**config.mk**
```make
export PLATFORM = sky130hd
export DESIGN_NAME = double_ended_queue_flat
export DESIGN_NICKNAME = d
export VERILOG_FILES = /design/src/rtl/core/deq_pkg.sv /design/src/rtl/core/deq_if.sv /design/src/rtl/core/double_ended_queue.sv /design/src/flat_wrapper.sv
export SDC_FILE = /design/constraint.sdc
export NUM_CORES = 1
export LEC_CHECK = 0
export BUFFER_PORTS_ARGS = -buffer_cell sky130_fd_sc_hd__buf_2
export CORE_MARGIN = 2
export CORE_UTILIZATION = 40
export CTS_BUF_LIST = sky130_fd_sc_hd__clkbuf_4 sky130_fd_sc_hd__clkbuf_8
export DETAILED_ROUTE_END_ITERATION = 8
export MAX_ROUTING_LAYER = met4
export PLACE_DENSITY = 0.6
export SKIP_CTS_REPAIR_TIMING = 1
export SYNTH_ARGS = -nofsm -noshare
export SYNTH_HDL_FRONTEND = slang
export SYNTH_SLANG_ARGS = --single-unit
```
**constraint.sdc**
```tcl
create_clock -name clk -period 15.2 [get_ports clk]
set_clock_uncertainty 0.15 [all_clocks]
set_input_delay 3.8 -clock clk [delete_from_list [all_inputs] [get_ports clk]]
set_output_delay 3.8 -clock clk [all_outputs]
set_load 0.005 [all_outputs]
```
**src/rtl/core/deq_pkg.sv**
```systemverilog
// Shared types and constants for the double-ended queue.
`default_nettype none

package deq_pkg;

  localparam int DEPTH_DEFAULT = 16;
  localparam int WORD_W        = 32;
  localparam int COUNT_W       = 5;

  typedef enum logic [1:0] {
    FN_PUSH_FRONT = 2'd0,
    FN_PUSH_BACK  = 2'd1,
    FN_POP_FRONT  = 2'd2,
    FN_POP_BACK   = 2'd3
  } deq_func_t;

  typedef enum logic {
    ST_IDLE = 1'b0,
    ST_READ = 1'b1
  } deq_state_t;

  typedef struct packed {
    deq_func_t                  func;
    logic signed [WORD_W-1:0]   value;
  } deq_cmd_t;

  typedef struct packed {
    logic signed [WORD_W-1:0]   popped;
    logic signed [WORD_W-1:0]   head_word;
    logic signed [WORD_W-1:0]   tail_word;
    logic                       nonempty;
    logic [COUNT_W-1:0]         count;
    logic                       underflow;
    logic                       overflow;
  } deq_res_t;

endpackage

`default_nettype wire

```
**src/rtl/core/deq_if.sv**
```systemverilog
// Valid/ready channels for queue commands and results.
`default_nettype none

interface deq_cmd_if;
  logic              valid;
  logic              ready;
  deq_pkg::deq_cmd_t data;

  modport source (output valid, output data, input ready);
  modport sink   (input valid, input data, output ready);
endinterface

interface deq_res_if;
  logic              valid;
  logic              ready;
  deq_pkg::deq_res_t data;

  modport source (output valid, output data, input ready);
  modport sink   (input valid, input data, output ready);
endinterface

`default_nettype wire

```
**src/rtl/core/double_ended_queue.sv**
```systemverilog
// Bounded double-ended queue of 32-bit words kept in a ring memory.
// Result: pushes, rejected pushes, empty pops and pops that leave the queue empty
//   are loaded into the result register in the cycle after the item is taken; other pops go through ST_READ first.
// Throughput: 1 item per cycle for pushes while results are taken; after a pop that leaves words,
//   no new item is taken until the single memory read port has refilled the cached end word.
// Reset: puts head at slot 0 and tail at the last slot, clears the word count; the memory is not cleared.
`default_nettype none

module double_ended_queue #(
  parameter int DEPTH = deq_pkg::DEPTH_DEFAULT
) (
  input  wire            clk,
  input  wire            rst,
  deq_cmd_if.sink        cmd,
  deq_res_if.source      res
);

  localparam int IW = $clog2(DEPTH);
  localparam int OW = $clog2(DEPTH + 1);
  localparam int WW = deq_pkg::WORD_W;
  localparam int CW = deq_pkg::COUNT_W;

  // Ring memory, one write and one registered read port.
  logic signed [WW-1:0] mem [DEPTH];
  logic signed [WW-1:0] rd_data;

  deq_pkg::deq_state_t  state, state_next;

  logic [IW-1:0]        head, head_next;
  logic [IW-1:0]        tail, tail_next;
  logic [OW-1:0]        occ, occ_next;
  logic signed [WW-1:0] head_word, head_word_next;
  logic signed [WW-1:0] tail_word, tail_word_next;
  logic signed [WW-1:0] pend_popped;
  logic                 pend_front;

  logic [IW-1:0]        head_inc, head_dec, tail_inc, tail_dec;
  logic                 full, empty, accept, cmd_ready, go_read, load_out;
  logic                 wr_en, rd_en;
  logic [IW-1:0]        wr_addr, rd_addr;
  logic signed [WW-1:0] popped_w;
  logic                 under_w, over_w;
  logic                 res_valid;
  deq_pkg::deq_res_t    res_data, res_next;

  assign head_inc = (head == IW'(DEPTH - 1)) ? '0 : head + IW'(1);
  assign head_dec = (head == '0) ? IW'(DEPTH - 1) : head - IW'(1);
  assign tail_inc = (tail == IW'(DEPTH - 1)) ? '0 : tail + IW'(1);
  assign tail_dec = (tail == '0) ? IW'(DEPTH - 1) : tail - IW'(1);

  assign full   = (occ == OW'(DEPTH));
  assign empty  = (occ == '0);
  assign accept = cmd.valid && cmd_ready;

  // Next state
  always_comb begin
    state_next = state;
    case (state)
      deq_pkg::ST_IDLE: if (go_read) state_next = deq_pkg::ST_READ;
      deq_pkg::ST_READ: state_next = deq_pkg::ST_IDLE;
      default:          state_next = deq_pkg::ST_IDLE;
    endcase
  end

  // State machine outputs
  always_comb begin
    case (state)
      deq_pkg::ST_IDLE: cmd_ready = !res_valid || res.ready;
      deq_pkg::ST_READ: cmd_ready = 1'b0;
      default:          cmd_ready = 1'b0;
    endcase
  end

  // Pointer, cached end words and result
  always_comb begin
    head_next      = head;
    tail_next      = tail;
    occ_next       = occ;
    head_word_next = head_word;
    tail_word_next = tail_word;
    wr_en          = 1'b0;
    wr_addr        = tail_inc;
    rd_en          = 1'b0;
    rd_addr        = head_inc;
    popped_w       = '0;
    under_w        = 1'b0;
    over_w         = 1'b0;
    go_read        = 1'b0;
    load_out       = 1'b0;

    if (state == deq_pkg::ST_READ) begin
      // Refill the cached end word exposed by the pop
      if (pend_front) head_word_next = rd_data;
      else            tail_word_next = rd_data;
      popped_w = pend_popped;
      load_out = 1'b1;
    end else if (accept) begin
      case (cmd.data.func)
        deq_pkg::FN_PUSH_FRONT: begin
          if (full) begin
            over_w = 1'b1;
          end else begin
            wr_en          = 1'b1;
            wr_addr        = head_dec;
            head_next      = head_dec;
            head_word_next = cmd.data.value;
            if (empty) tail_word_next = cmd.data.value;
            occ_next       = occ + OW'(1);
          end
        end
        deq_pkg::FN_PUSH_BACK: begin
          if (full) begin
            over_w = 1'b1;
          end else begin
            wr_en          = 1'b1;
            wr_addr        = tail_inc;
            tail_next      = tail_inc;
            tail_word_next = cmd.data.value;
            if (empty) head_word_next = cmd.data.value;
            occ_next       = occ + OW'(1);
          end
        end
        deq_pkg::FN_POP_FRONT: begin
          if (empty) begin
            under_w = 1'b1;
          end else begin
            popped_w  = head_word;
            head_next = head_inc;
            rd_addr   = head_inc;
            occ_next  = occ - OW'(1);
            go_read   = (occ_next != '0);
          end
        end
        deq_pkg::FN_POP_BACK: begin
          if (empty) begin
            under_w = 1'b1;
          end else begin
            popped_w  = tail_word;
            tail_next = tail_dec;
            rd_addr   = tail_dec;
            occ_next  = occ - OW'(1);
            go_read   = (occ_next != '0);
          end
        end
        default: begin
          under_w = 1'b0;
        end
      endcase
      rd_en    = go_read;
      load_out = !go_read;
    end

    res_next.popped    = popped_w;
    res_next.head_word = (occ_next != '0) ? head_word_next : '0;
    res_next.tail_word = (occ_next != '0) ? tail_word_next : '0;
    res_next.nonempty  = (occ_next != '0);
    res_next.count     = CW'(occ_next);
    res_next.underflow = under_w;
    res_next.overflow  = over_w;
  end

  always_ff @(posedge clk) begin
    if (wr_en) mem[wr_addr] <= cmd.data.value;
    if (rd_en) rd_data <= mem[rd_addr];
  end

  always_ff @(posedge clk) begin
    if (rst) begin
      state     <= deq_pkg::ST_IDLE;
      head      <= '0;
      tail      <= IW'(DEPTH - 1);
      occ       <= '0;
      res_valid <= 1'b0;
    end else begin
      state <= state_next;
      head  <= head_next;
      tail  <= tail_next;
      occ   <= occ_next;
      if (load_out)       res_valid <= 1'b1;
      else if (res.ready) res_valid <= 1'b0;
    end
  end

  always_ff @(posedge clk) begin
    head_word <= head_word_next;
    tail_word <= tail_word_next;
    if (go_read) begin
      pend_popped <= popped_w;
      pend_front  <= (cmd.data.func == deq_pkg::FN_POP_FRONT);
    end
    if (load_out) res_data <= res_next;
  end

  assign cmd.ready = cmd_ready;
  assign res.valid = res_valid;
  assign res.data  = res_data;

  a_occ_bound: assert property (@(posedge clk) disable iff (rst)
    occ <= OW'(DEPTH))
    else $error("word count above depth");

  a_read_slot_free: assert property (@(posedge clk) disable iff (rst)
    state == deq_pkg::ST_READ |-> !res_valid)
    else $error("result register busy while pop read is in flight");

  a_push_count: assert property (@(posedge clk) disable iff (rst)
    accept && !full && (cmd.data.func == deq_pkg::FN_PUSH_FRONT ||
                        cmd.data.func == deq_pkg::FN_PUSH_BACK)
    |=> occ == $past(occ) + OW'(1))
    else $error("push did not advance the word count");

  a_read_done: assert property (@(posedge clk) disable iff (rst)
    state == deq_pkg::ST_READ |=> res_valid)
    else $error("pop read did not produce a result");

endmodule

`default_nettype wire

```
**src/flat_wrapper.sv**
```systemverilog
// flat-port wrapper written by rule: the top's interface ports become plain ports
module double_ended_queue_flat 
#(
  parameter int DEPTH = deq_pkg::DEPTH_DEFAULT
)
  (clk, rst, cmd_valid, cmd_data, cmd_ready, res_valid, res_data, res_ready);
  deq_cmd_if cmd_i ();
  deq_res_if res_i ();
  input  wire clk;
  input  wire rst;
  input wire logic [$bits(cmd_i.valid)-1:0] cmd_valid;
  input wire logic [$bits(cmd_i.data)-1:0] cmd_data;
  output wire logic [$bits(cmd_i.ready)-1:0] cmd_ready;
  output wire logic [$bits(res_i.valid)-1:0] res_valid;
  output wire logic [$bits(res_i.data)-1:0] res_data;
  input wire logic [$bits(res_i.ready)-1:0] res_ready;
  assign cmd_i.valid = cmd_valid;
  assign cmd_i.data = cmd_data;
  assign cmd_ready = cmd_i.ready;
  assign res_valid = res_i.valid;
  assign res_data = res_i.data;
  assign res_i.ready = res_ready;
  double_ended_queue #(.DEPTH(DEPTH)) u_core (.clk(clk), .rst(rst), .cmd(cmd_i), .res(res_i));
endmodule
```
* After elaboration in Yosys (flattened, before gate mapping)
Memories as Yosys holds them, arrays and structs flattened. A register that Yosys moved wholly into a read port is not among the register bits. Cells that the tools add are included.
Operators by class: $add $sub $neg 6, eq/ne operators 10, multiplexer cells 63, bitwise logic cells 4, reductions and logical operators 19
Operator list (count):
- 32-bit 2-to-1 mux | 16
- 32-bit case mux with 2 select lines | 3
- 4-bit 2-to-1 mux | 16
- 5-bit 2-to-1 mux | 4
- 1-bit 2-to-1 mux | 19
- 4-bit case mux with 2 select lines | 2
- 5-bit case mux with 2 select lines | 1
- 5-bit AND reduction | 2
- 5-bit nonzero test | 2
- 4-bit by 1-bit adder with 4-bit output (second input constant) | 2
- 4-bit == test (second input constant) | 2
- 4-bit zero test | 2
- 2-bit inequality test (second input constant) | 4
- 4-bit by 1-bit subtractor with 4-bit output (second input constant) | 2
- 2-bit nonzero test | 3
- 3-bit OR reduction | 2
- 5-bit by 1-bit adder with 5-bit output (second input constant) | 1
- 5-bit == test (second input constant) | 1
- 5-bit zero test | 1
- 5-bit by 1-bit subtractor with 5-bit output (second input constant) | 1
- 2-bit == test (second input constant) | 2
- 1-bit NOT | 4
- 1-bit case mux with 2 select lines | 2
- 2-bit OR reduction | 2
- 5 further kinds | 6
Word-level totals: flip-flop bits (word level) 216, RAM bits 512, input port bits 38, output and inout bits 106, logic and storage cells 119, memories kept 1
Memories:
- u_core.mem | depth 16, width 32, rd ports 1, clocked after memory_dff 1, wr ports 1, line double_ended_queue.sv:24 | logic signed [WW-1:0] mem [DEPTH];

* Longest topological paths before layout
Gate-level depths: netlist (run 1).
word-level depth 10, depth in mapped cells 13, mapped depth without buffers 9

* Worst setup path after synthesis (run 1)
No wires, ideal clock.
path kind input to register, start point in cmd_valid, end point mem u_core.mem[10][0] (netlist name), enable pin, setup time 0.461 ns, data arrival time 7.653 ns, data required time 14.589 ns, setup slack 6.936 ns, stages on the path 8, path buffers 1, cell sequence nor2b_1 nand2_1 clkbuf_1 nor2_1 nand2_1 nor2_1 mux2_2 nor3_1
Between the ends: word-level cells in the longest chain between the ends 5, elaborated cells on any way between the ends 7, classes of those cells 6 x mux; 1 x reduce/logical
Ends and longest elaborated chain:
- start: declaration | line flat_wrapper.sv:11 | input wire logic [$bits(cmd_i.valid)-1:0] cmd_valid;
- 1-bit logical AND (*) | line double_ended_queue.sv:53 | assign accept = cmd.valid && cmd_ready;
- 1-bit 2-to-1 mux | line double_ended_queue.sv:97 | end else if (accept) begin
- 1-bit 2-to-1 mux | line double_ended_queue.sv:91 | if (state == deq_pkg::ST_READ) begin
- 1-bit 2-to-1 mux | line double_ended_queue.sv:163 | if (wr_en) mem[wr_addr] <= cmd.data.value;
- 1-bit 2-to-1 mux (implied by the code) | line double_ended_queue.sv:163
- end: declaration | line double_ended_queue.sv:24
Every way passes the cells marked *; elsewhere a longest branch is shown, timed or not.

* Worst setup path after layout (run 1)
start point in res_ready, end point out cmd_ready
Between the ends: word-level cells in the longest chain between the ends 2
Ends and longest elaborated chain:
- start: declaration | line flat_wrapper.sv:16 | input wire logic [$bits(res_i.ready)-1:0] res_ready;
- 1-bit logical OR | line double_ended_queue.sv:68 | deq_pkg::ST_IDLE: cmd_ready = !res_valid || res.ready;
- 1-bit case mux with 2 select lines | line double_ended_queue.sv:67 | case (state)
- end: declaration | line flat_wrapper.sv:13 | output wire logic [$bits(cmd_i.ready)-1:0] cmd_ready;
Every way passes these cells.

==> metrics.md, run 1 <==
| Metric | Value |
|---|---|
| CTS buffer count | `117` |
| Total Nets Final | `2719` |
| Initial antenna violation count | `5` |
| Worst-path maximum fanout | `4` |
| Yosys top cell by area | `edfxtp_1` |
| Crit path capture type | `output port` |
| Critical path arrival | `4540 ps` |
| Fin worst setup slack | `6710 ps` |
| Die span in x | `294 microns` |
| CTS root buffer | `clkbuf_8` |
| Post-synthesis sequential area ratio | `65.3%` |
| RSZ-0062 raised after global routing | `false` |
| Post-synthesis async set-or-reset flop share | `0%` |
| Slew headroom | `18.1%` |
| # rows | `106` |
| Setup TNS | `0 ps` |
| Total Power | `5.56 mW` |
| Starting density of the core | `40.4%` |
| Slew @ Worst Pin | `1230 ps` |
| Post-synth EDFFs | `681` |
| Drt wl/cell | `25.7 microns` |
| Period utilization | `55.9%` |
| Tmin final | `8490 ps` |
| Clock Tree Buf Depth | `3` |
| P per Cell Area | `146 nW/um^2` |
| DR iter-0 viols | `2267` |
| Area growth syn-to-layout | `12.9%` |
| Most common cell after layout, fill and taps aside | `edfxtp_1` |
| Share of cells above drive strength 1 | `17.1%` |
| Fin cells | `3857` |
| Hold Violations, Final | `0` |
| Most frequent cells in the layout | `681 x edfxtp_1, 346 x mux2i_1, 201 x a21oi_1` |
| Core Box Area | `83600 sq um` |
| Post-Place Setup Slack | `6740 ps` |
| Seq cells post-synth | `760` |
| Cell Area, Synth | `33700 sq um` |
| Max cap viols | `0` |
| CTS tree | `built` |
| Largest cells by area after synthesis | `edfxtp_1 61%, mux2i_1 10%, dfxtp_1 4.7%` |
| Synth Instances | `2566` |
| I/O Pins | `144` |
| Cell Area, Placed | `35500 sq um` |
| Latest clock arrival within the worst-skew pair | `730 ps` |
| First drt pass iteration count | `6` |
| Syn Area/Cell | `13.1 sq um` |
| Finished Cell Area | `38100 sq um` |
| Status | `completed` |
| Area of the die | `86700 sq um` |
| First-pass GRT wire length | `146 mm` |
| Max H-tree Level | `3` |
| Leak Pwr | `13.2 nW` |
| Startpoint types | `input pin` |
| WHS | `417 ps` |
| Port Buffer Count | `143` |
| Top FF cell, synth | `edfxtp_1` |
| Yosys warning total | `0` |
| Hold/Removal Path Class | `flop to flop` |
| DR vias | `23202` |
| RePlAce Congestion | `0.831` |
| Distinct cells, synth | `59` |
| Clk sinks | `760` |
| Die height | `294 microns` |
| Top cell type's share of synthesized area | `60.6%` |
| Synthesized Nets | `2611` |
| Post-Route WL | `99.2 mm` |
| Layout Utilization | `45.6%` |
| Global Route Usage Sum | `23.1%` |
| Placed Instances | `3635` |
| Total gr overflow | `0` |
| Fmax | `118 MHz` |
| CP Class | `input pin to output port` |
| Via density | `6.02` |
| VDD IR max | `0.0707 mV` |
| Final setup viols | `0` |
| Worst-path clk slew | `60 ps` |
| Crit path required time | `11250 ps` |
| HPWL Detailed | `53.6 mm` |
| Fin. max-slew vios | `0` |
| Antenna-violating nets left | `0` |
| Post-route DRC | `0` |
| Vias in the first global route | `23108` |
| Largest net degree at the start of global routing | `210` |
metal layers:
layer / routed length [microns] / GRT usage (%) / share of wire, % / vias to the layer above
li1: - / - / - / 10211
met1: 41500 / 29.7 / 42 / 11722
met2: 47500 / 37.7 / 48 / 1086
met3: 7950 / 3.70 / 8.0 / 183
met4: 2250 / 6.81 / 2.3 / 0
met5: 0 / - / 0 / -
report_power, final:
group / switching, mW / internal, mW
combinational: 0.670 / 0.408
clock: 0.810 / 1.02
sequential: 0.122 / 2.53
total: 1.60 / 3.96
sequential cells by signal, indices dropped and copies added (netlist names), 4 cells and up:
name	count
u_core.res.data	104
u_core.rd_data	32
u_core.head_word	32
u_core.tail_word	32
u_core.pend_popped	32
u_core.head	4
u_core.occ	5
u_core.tail	4
u_core.mem	512
synth_stat cells, types with 2 or more instances:
cell	number
ha_1	7
nor4_1	8
a31oi_1	46
dfxtp_1	79
nand3_1	48
a2bb2oi_1	3
or4_1	22
a21oi_2	3
nor2_1	137
nor3_1	98
and2_1	5
mux2_2	35
o22ai_1	55
o32ai_1	51
a21o_1	2
a22oi_1	34
a2111oi_0	8
or3_1	13
nor3b_1	2
nand2b_1	10
and3_1	3
edfxtp_1	681
or3b_2	3
a21oi_1	202
buf_2	56
a211oi_1	55
clkbuf_1	120
buf_6	8
mux2i_1	347
xnor2_1	5
buf_1	19
o31ai_1	2
inv_1	15
o32a_1	10
buf_4	4
o21ai_0	70
nand2_1	162
a211o_1	13
xor2_1	3
o221ai_1	31
nor2b_1	73
critical path, cell delays in order:
cell     delay, ps
buf_2          100
nor2b_1        350
nor2_1         120
buf_2          160
area by class of cell:
class / count / area, sq um
Antenna cell: 3 / 7.51
Clock buffer: 169 / 2090
Clock inverter: 50 / 443
Fill cell: 7392 / 45500
Inverter: 16 / 60.1
Multi-Input combinational cell: 1583 / 11000
Sequential cell: 760 / 22000
Tap cell: 1080 / 1350
Timing Repair Buffer: 196 / 1130
worst paths after layout:
kind / cells past startpoint / slack [ps] / from / end
hold / removal: 2 / 420 / u_core.pend_popped[22] / u_core.pend_popped[22]
hold reg to reg: 2 / 420 / u_core.pend_popped[22] / u_core.pend_popped[22]
setup / recovery: 4 / 6710 / res_ready / cmd_ready
setup reg to reg: 11 / 10040 / u_core.occ[1] / u_core.rd_data[31]
cells by family (layout without fill, tap and decap cells):
| group | count (synthesis) | after routing | share of synthesized area (%) |
|---|---|---|---|
| flops | 760 | 760 | 65.3 |
| compound gates | 596 | 596 | 11.4 |
| simple gates | 590 | 590 | 8.45 |
| mux | 382 | 382 | 11.5 |
| buf+inv | 223 | 431 | 2.91 |
| xor+xnor | 8 | 8 | 0.208 |
| fa+ha+maj | 7 | 7 | 0.260 |
| other cells | 0 | 3 | 0 |
(Power assumes the default switching activity.)
==> inputs of run 2 (changes only) <==
Settings changed: PLACE_DENSITY 0.6 to 0.62.
Clock period 15.2 ns to 7.3 ns, I/O delays scaled along.
==> run 2 against run 1 <==
Global-route usage decreased by 0.77 points; via count fell by 0.72%; design area is essentially flat; first-iteration DRC count down 2.0%; clock power rose by 100%; combinational power increased by 110%; critical endpoint is now u_core.rd_data[27]; sequential power increased by 110%; cell count grew 0.16%; count of clock-buffer cells in the layout down 1; critical path type is now input pin to flop; core utilization about the same; total power increased by 110%; die area unchanged.
==> metrics.md, run 2 (same netlist as run 1, synthesis figures left out) <==
| Metric | Value |
|---|---|
| Crit path capture type | `flop` |
| Number of flip-flops in the largest register | `512 (unchanged)` |
| First-pass GRT wire length | `143 mm (-2.4%)` |
| Port Buffer Count | `143 (unchanged)` |
| Post-route DRC | `0 (unchanged)` |
| Most frequent cells in the layout | `681 x edfxtp_1, 346 x mux2i_1, 201 x a21oi_1` |
| Crit path required time | `7600 ps (-3650 ps)` |
| Hold/Removal Path Class | `flop to flop` |
| I/O Pins | `144 (unchanged)` |
| First drt pass iteration count | `6 (unchanged)` |
| Initial antenna violation count | `8 (+3)` |
| Tmin final | `4980 ps` |
| # rows | `106 (unchanged)` |
| Fin. max-slew vios | `0 (unchanged)` |
| Die height | `294 microns (unchanged)` |
| Leak Pwr | `13.2 nW (+0.10%)` |
| Largest net degree at the start of global routing | `151 (-28%)` |
| Max H-tree Level | `3 (unchanged)` |
| Status | `completed` |
| CTS buffer count | `117 (unchanged)` |
| Worst-path clk slew | `60 ps (about the same)` |
| Global Route Usage Sum | `22.3% (-0.77 points)` |
| DR iter-0 viols | `2221 (-2.0%)` |
| RSZ-0062 raised after global routing | `false` |
| Worst-path maximum fanout | `61 (+57)` |
| Starting density of the core | `40.4% (unchanged)` |
| Biggest register | `u_core.mem` |
| Area of the die | `86700 sq um (unchanged)` |
| Max cap viols | `0 (unchanged)` |
| Critical path arrival | `5280 ps (+740 ps)` |
| Via density | `5.96 (-0.87%)` |
| Slew headroom | `21.6% (+3.6 points)` |
| Period utilization | `68.2%` |
| Slew @ Worst Pin | `1180 ps (-53.3 ps)` |
| Drt wl/cell | `24.8 microns (-3.5%)` |
| Total gr overflow | `0 (unchanged)` |
| Die span in x | `294 microns (unchanged)` |
| Startpoint types | `input pin` |
| Antenna-violating nets left | `0 (unchanged)` |
| Clock Tree Buf Depth | `3 (unchanged)` |
| HPWL Detailed | `54.3 mm (+1.3%)` |
| VDD IR max | `0.149 mV (+110%)` |
| CTS root buffer | `clkbuf_8` |
| Vias in the first global route | `23097 (-0.048%)` |
| Total Nets Final | `2726 (+0.26%)` |
| CTS tree | `built` |
| CP Class | `input pin to flop` |
| RePlAce Congestion | `0.858 (+3.2%)` |
| P per Cell Area | `300 nW/um^2 (+110%)` |
| Post-Route WL | `95.9 mm (-3.4%)` |
| Total Power | `11.4 mW (+110%)` |
| Setup TNS | `0 ps (unchanged)` |
| Area growth syn-to-layout | `12.8% (about the same)` |
| Latest clock arrival within the worst-skew pair | `740 ps (about the same)` |
| Clk sinks | `760 (unchanged)` |
| Final setup viols | `0 (unchanged)` |
| Fmax | `201 MHz` |
| Share of cells above drive strength 1 | `17.3% (+0.19 points)` |
| DR vias | `23035 (-0.72%)` |
| Core Box Area | `83600 sq um (unchanged)` |
| Most common cell after layout, fill and taps aside | `edfxtp_1` |
| Hold Violations, Final | `0 (unchanged)` |
-- run 2: cell types whose count changed in the layout (fill, tap and decap cells not counted), moves of 2 or more --
cell,before,now
clkinv_2,16,20
clkinvlp_4,4,1
bufinv_16,8,4
buf_12,1,5
diode_2,3,5
clkinv_1,21,19
buf_4,52,55
-- run 2: worst paths after layout --
path | startpoint | to | slack (ps) | depth (start not counted)
max | cmd_data[33] | u_core.rd_data[27] | 2320 | 10
min | u_core.pend_popped[26] | u_core.pend_popped[26] | 420 | 2
max reg2reg | u_core.occ[1] | u_core.rd_data[27] | 2480 | 11
min reg2reg | u_core.pend_popped[26] | u_core.pend_popped[26] | 420 | 2
-- run 2: metal layers --
layer	GRT usage, %	up-vias	routed length (microns)
met5	-	-	0
li1	-	10210	-
met1	28.1	11473	39300
met3	3.43	232	7440
met2	36.4	1120	46100
met4	8.44	0	3090
-- run 2: through the flow --
step	area, sq um	instances	setup WS (ps)	utilization (%)	hold WS [ps]
global placement	35600	3642	1730	42.6	398
detailed placement	35600	3642	1660	42.6	410
CTS	38100	3858	2460	45.5	423
global route	38100	3863	2220	45.6	457
finish	38100	3863	2320	45.6	417
floorplan	33700	2566	1010	-	373
-- run 2: power by group --
group	leakage (nW)	internal [mW]	switching (mW)
sequential	6.90	5.27	0.256
combinational	5.00	0.855	1.38
clock	1.30	1.98	1.68
-- run 2: cell type report --
class | instances | area, sq um
diodes | 5 | 12.5
clock buffers | 168 | 2080
clock inverters | 48 | 357
fillers | 7385 | 45500
inverters | 16 | 60.1
multi-input cells | 1583 | 10900
flip-flops and latches | 760 | 22000
well taps | 1080 | 1350
repair buffers | 203 | 1230
-- run 2: worst max-delay path, stage by stage --
cell and delay (ps):
buf_2 200, and2_1 270, nand4_4 190, buf_4 660
o311ai_1 240, o21ai_2 110, or2_1 620, buf_4 490
o32ai_1 170, or4_1 460
